[src/design/pcrh_pkg.sv]
// Shared types and constants of the pair-count radial histogram block.
`timescale 1ns / 1ps
`default_nettype none

package pcrh_pkg;

  // Default sizes
  localparam int unsigned MAX_POINTS_DEF = 256;
  localparam int unsigned NUM_BINS_DEF   = 256;

  // Field widths
  localparam int unsigned COORD_W   = 24;
  localparam int unsigned SQ_W      = 50;
  localparam int unsigned COUNT_W   = 8;
  localparam int unsigned PC_W      = 9;
  localparam int unsigned SUM_W     = 16;
  localparam int unsigned CFG_IDX_W = 4;

  localparam logic [SQ_W-1:0] SQ_MAX = '1;

  // Configuration register indexes
  localparam logic [CFG_IDX_W-1:0] CFG_POINT_COUNT    = CFG_IDX_W'(0);
  localparam logic [CFG_IDX_W-1:0] CFG_NEIGHBOUR_INIT = CFG_IDX_W'(1);

  typedef enum logic [2:0] {
    OP_LOAD_POINT = 3'd0,
    OP_LOAD_EDGE  = 3'd1,
    OP_RUN        = 3'd2,
    OP_READ_POINT = 3'd3,
    OP_READ_STATS = 3'd4
  } op_e;

  typedef enum logic [3:0] {
    ST_IDLE,
    ST_CLEAR,
    ST_PRD,
    ST_DGO,
    ST_DWAIT,
    ST_NWI,
    ST_NWJ,
    ST_SCAN,
    ST_HRI,
    ST_HWI,
    ST_HRJ,
    ST_HWJ,
    ST_RDP,
    ST_STAT
  } state_e;

  // One stored point
  typedef struct packed {
    logic signed [COORD_W-1:0] x;
    logic signed [COORD_W-1:0] y;
    logic signed [COORD_W-1:0] z;
    logic [COUNT_W-1:0]        lim;
  } point_t;

  // One result beat
  typedef struct packed {
    logic [COUNT_W-1:0] bin_count;
    logic [SQ_W-1:0]    nearest_sq;
    logic [PC_W-1:0]    points_used;
    logic [SUM_W-1:0]   sphere_sum;
    logic [SUM_W-1:0]   shell_sum;
    logic               done;
  } res_t;

endpackage

`default_nettype wire

[src/design/pcrh_sqdist.sv]
// Three-stage pipeline forming the exact squared distance of two points.
`timescale 1ns / 1ps
`default_nettype none

module pcrh_sqdist
  import pcrh_pkg::*;
(
  input  logic            clk_i,
  input  logic            rst_ni,
  input  logic            go_i,
  input  point_t          a_i,
  input  point_t          b_i,
  output logic            valid_o,
  output logic [SQ_W-1:0] dist_o
);

  localparam int unsigned PROD_W = 2 * COORD_W;

  logic [2:0]              vld_q;
  logic [COORD_W-1:0]      mx_q, my_q, mz_q;
  logic [PROD_W-1:0]       sx_q, sy_q, sz_q;
  logic [SQ_W-1:0]         sum_q;

  // |a - b| fits in COORD_W bits unsigned
  function automatic logic [COORD_W-1:0] abs_diff(logic signed [COORD_W-1:0] a,
                                                  logic signed [COORD_W-1:0] b);
    logic signed [COORD_W:0] d;
    logic        [COORD_W:0] m;
    d = (COORD_W+1)'(a) - (COORD_W+1)'(b);
    m = d[COORD_W] ? (COORD_W+1)'(-d) : (COORD_W+1)'(d);
    return m[COORD_W-1:0];
  endfunction

  // Valid pipe
  always_ff @(posedge clk_i or negedge rst_ni) begin
    if (!rst_ni) begin
      vld_q <= '0;
    end else begin
      vld_q <= {vld_q[1:0], go_i};
    end
  end

  // Differences, squares, sum
  always_ff @(posedge clk_i) begin
    mx_q  <= abs_diff(a_i.x, b_i.x);
    my_q  <= abs_diff(a_i.y, b_i.y);
    mz_q  <= abs_diff(a_i.z, b_i.z);
    sx_q  <= PROD_W'(mx_q) * PROD_W'(mx_q);
    sy_q  <= PROD_W'(my_q) * PROD_W'(my_q);
    sz_q  <= PROD_W'(mz_q) * PROD_W'(mz_q);
    sum_q <= SQ_W'(sx_q) + SQ_W'(sy_q) + SQ_W'(sz_q);
  end

  assign valid_o = vld_q[2];
  assign dist_o  = sum_q;

endmodule

`default_nettype wire
[config.mk]
export PLATFORM = sky130hd
export DESIGN_NAME = pcrh_sqdist
export DESIGN_NICKNAME = d
export VERILOG_FILES = /design/src/design/pcrh_pkg.sv /design/src/design/pcrh_sqdist.sv
export SDC_FILE = /design/constraint.sdc
export NUM_CORES = 2
export LEC_CHECK = 0
export BUFFER_PORTS_ARGS = -buffer_cell sky130_fd_sc_hd__buf_2
export CAP_MARGIN = 0
export CORE_MARGIN = 5
export CORE_UTILIZATION = 35
export CTS_CLUSTER_DIAMETER = 150
export DETAILED_ROUTE_END_ITERATION = 8
export PLACE_DENSITY = 0.5
export RECOVER_POWER = 50
export SLEW_MARGIN = 20
export SYNTH_ARGS = -nofsm -noshare
export SYNTH_HDL_FRONTEND = slang
export SYNTH_SLANG_ARGS = --single-unit
[constraint.sdc]
create_clock -name clk_i -period 12.52 [get_ports clk_i]
set_input_delay 0.626 -clock clk_i [delete_from_list [all_inputs] [get_ports clk_i]]
set_output_delay 0.626 -clock clk_i [all_outputs]
set_load 0.02 [all_outputs]
Word level (Yosys, flattened, before mapping):

Cells that the tools add are included.

* add/subtract/negate cells: 8
* multipliers: 3
* mux-type cells: 3

Operators by type and width (count)
* $mul 24x24->48: 3
* $sub 24x24->25: 3
* $mux 24: 3
* $neg 24->24: 3
* $add 49x48->50: 1
* $add 48x48->49: 1

* input port bits: 163
* word-level logic and storage cells: 22
* bits in registers: 269

Longest topological paths before layout:

* word-level depth: 3
* gate-level depth with buffers: 28
* mapped depth without buffers: 27

Worst setup path before layout:

No wires, ideal clock.

* kind: register to register
* start: register mx_q[2]
* end: register sx_q[41]
* arrival: 7.621 ns
* slack: 4.820 ns
* required time: 12.441 ns
* cell stages (with the launch flop): 29
* buffers on the path: 2
* cells stage by stage: dfxtp_1 -> clkbuf_1 -> clkbuf_1 -> nand2_1 -> fa_1 -> inv_1 -> fa_1 -> inv_1 -> fa_1 -> inv_1 -> fa_1 -> inv_1 -> fa_1 -> inv_1 -> fa_1 -> inv_1 -> fa_1 -> inv_1 -> ha_1 -> a21o_1 -> a21oi_1 -> o21bai_1 -> a31o_2 -> a311o_1 -> o21ai_0 -> o21ai_1 -> o31ai_1 -> or4b_1 -> o211ai_1

* word-level cells in the longest chain between the ends: 1

RTL lines
* start, declared: RTL line pcrh_sqdist.sv:20 `logic [COORD_W-1:0] mx_q, my_q, mz_q;`
* start signal, assigned: RTL line pcrh_sqdist.sv:45 `mx_q <= abs_diff(a_i.x, b_i.x);`
* $mul 24x24->48: RTL line pcrh_sqdist.sv:48 `sx_q <= PROD_W'(mx_q) * PROD_W'(mx_q);`
* end signal, assigned: RTL line pcrh_sqdist.sv:48
* end, declared: RTL line pcrh_sqdist.sv:21 `logic [PROD_W-1:0] sx_q, sy_q, sz_q;`

No other way between the ends.

Worst setup path in the final report:

* start: register mx_q[0]
* end: register sx_q[41]

The elaborated chain is that of the path after synthesis.

==> out/results.tsv <==
metric	value	unit
status	complete, but fails checks	
failing checks	capacitance limit, slew limit	
Min-Delay Path Class	input port to flip-flop	
Crit-path slowest cell	clkbuf_1	
# port buffers	197	
Main synth FF type	dfxtp_1	
initial drt markers	2076	
Tmin final	9.44	ns
Clk pin slew, worst setup/hold paths	0.06	ns
sequential area share after synthesis	8.44	%
die area	189000	sq um
vias in the first global route	48500	
multi-input logic area	49900	sq um
Starting Density	35.1	%
core area	180000	sq um
CP delay by family, top	adder cells	
Residual DRC	0	
Resized cells post-CTS	0	
worst-skew pair later-pin latency	0.60	ns
reg-to-reg slack, setup	3.08	ns
routability cong.	0.848	
worst-path maximum fanout	25	
Post-synth EDFFs	0	
Distinct cells, synth	89	
Least-Margin Pin Slew	1.60	ns
largest area contributor in the netlist	fa_1	
CTS max path bufs	3	
I/O pins	214	
Max Cap Viol	2	
storage element area	5350	sq um
count leader, synth	inv_1	
H-tree depth	2	
final wirelength	159000	microns
Fin Setup TNS	0	ns
Fin. Hold Viols	0	
share of layout cells above drive strength 1	4.37	%
first-pass GRT wire length	260000	microns
CTS sink count	266	
CP peak stage delay	1.04	ns
GRT Residual Overflow	0	
area share of the largest cell type after synthesis	41.6	%
TritonCTS clock tree	built	
vias per cell	4.73	
synth cell count leaders	inv_1 (1915), fa_1 (1316), ha_1 (651)	
Post-Syn Instances	6979	
largest net degree at the start of global routing	27	
Max Clock Skew	0.0368	ns
GR Util All Layers	17.1	%
Post-Syn Area	63300	sq um
drt first pass iters	6	
WP data arrival	9.94	ns
yosys warns	0	
detailed placer's ending HPWL	130000	microns
hold_ws	0.161	ns
Setup Crit Path Kind	flip-flop to flip-flop	
fmax	106	MHz
buffer and inverter count on the worst path	8	
initial antenna violation count	21	
Worst Path Required	13.01	ns
root buf cell	clkbuf_16	
Syn Area/Cell	9.07	sq um
nature of the critical path startpoint	flip-flop	
FP Rows	156	
top cells by area, synth	fa_1 (42%), ha_1 (13%), inv_1 (11%), dfxtp_1 (8.3%), and2_1 (3.6%)	
RSZ-0062 raised after global routing	false	
max-slew violations	52	
TritonCTS buffer count	38	
Filler Cell Count	18600	
Die X	435	microns
Final ANT Viol Nets	0	
via count	44900	
Post-synth ARST share	1.13	%
wire length per cell	16.7	microns
synth-to-layout area growth	7.70	%
Slew HR	-6.38	%
Tcrit/Tclk final	75.4	%
final setup violation count	0	
crit end category	flip-flop	
post-synthesis register bit count	266	
nets	9218	
overall die height	435	microns
[kinds of logic (layout without fill, tap and decap cells)]
logic type	after synthesis	count (layout)	share of synthesized area, %
buffers and inverters	2117	2248	12.6
AOI/OAI and AO/OA	828	828	8.48
other	1	10	0.00593
DFF	266	266	8.44
xor gates and xnor gates	300	300	4.17
muxes	18	18	0.299
adders and majority gates	1967	1967	54.5
and+or+nand+nor	1482	1482	11.5
[per-stage QoR]
| stage | worst slack [ns] | cell area [sq um] | utilization (%) | std cells |
|---|---|---|---|---|
| 2_1_floorplan | 4.82 | 63300 | - | 6981 |
| 3_3_place_gp | 3.94 | 67000 | 37.1 | 9417 |
| 3_5_place_dp | 4.00 | 67000 | 37.1 | 9417 |
| 4_1_cts | 3.96 | 68200 | 37.8 | 9482 |
| 5_1_grt | 2.61 | 68100 | 37.8 | 9484 |
| 6_report | 3.08 | 68100 | 37.8 | 9489 |
[state kept, by name, indices dropped and copies added, names as in the netlist]
signal,flops
mz_q,24
sz_q,47
sy_q,47
dist_o,50
vld_q,3
sx_q,47
my_q,24
mx_q,24
[final timing paths]
| kind | startpoint | to | cells past startpoint |
|---|---|---|---|
| worst max-delay path | mx_q[0] | sx_q[41] | 27 |
| max in group asynchronous | rst_ni | vld_q[0] | 2 |
| min in group asynchronous | rst_ni | vld_q[2] | 2 |
| worst min register to register | vld_q[1] | vld_q[2] | 0 |
| worst max register to register | mx_q[0] | sx_q[41] | 27 |
| worst min-delay path | go_i | vld_q[0] | 1 |
[layout by cell type, fill, tap and decap left out, drive strengths merged, types with 27 or more instances in the layout]
cell	Yosys	final
inv	1915	1920
fa	1316	1316
ha	651	651
nand2	598	598
and2	361	361
a21oi	264	264
dfxtp	263	263
buf	7	212
xnor2	205	205
nor2	188	188
o21ai	152	152
a21o	117	117
clkbuf	195	104
xor2	94	94
nand3	67	67
nor3	47	47
nor2b	42	42
and3	36	36
o21bai	35	35
a31oi	35	35
nand2b	29	29
nand4	27	27
o21a	27	27
[per-layer routing]
layer | global-route usage [%] | vias up | wire [microns]
li1 | - | 21400 | -
met1 | 22.5 | 22600 | 70300
met2 | 29.8 | 689 | 78300
met3 | 2.06 | 164 | 5740
met4 | 4.57 | 6 | 4310
met5 | 0 | - | 37
[layout make-up]
type / instances / share of cell area (%)
multi-input combinational: 4598 / 73.3
inverter: 1915 / 10.5
sequential: 266 / 7.84
tap: 2370 / 4.35
timing repair buffer: 269 / 2.13
clock buffer: 48 / 1.54
clock inverter: 16 / 0.264
antenna: 7 / 0.0257
[what timing repair did]
| action | 4_1_cts | 5_1_grt |
|---|---|---|
| hold endpoints to repair | 3 | 0 |
| hold buffers | 1 | 0 |
| setup buffers | 0 | 0 |
Power is left out: the tool's default activity adds up to more than one toggle a clock period on the data nets, which glitch-free logic cannot reach.
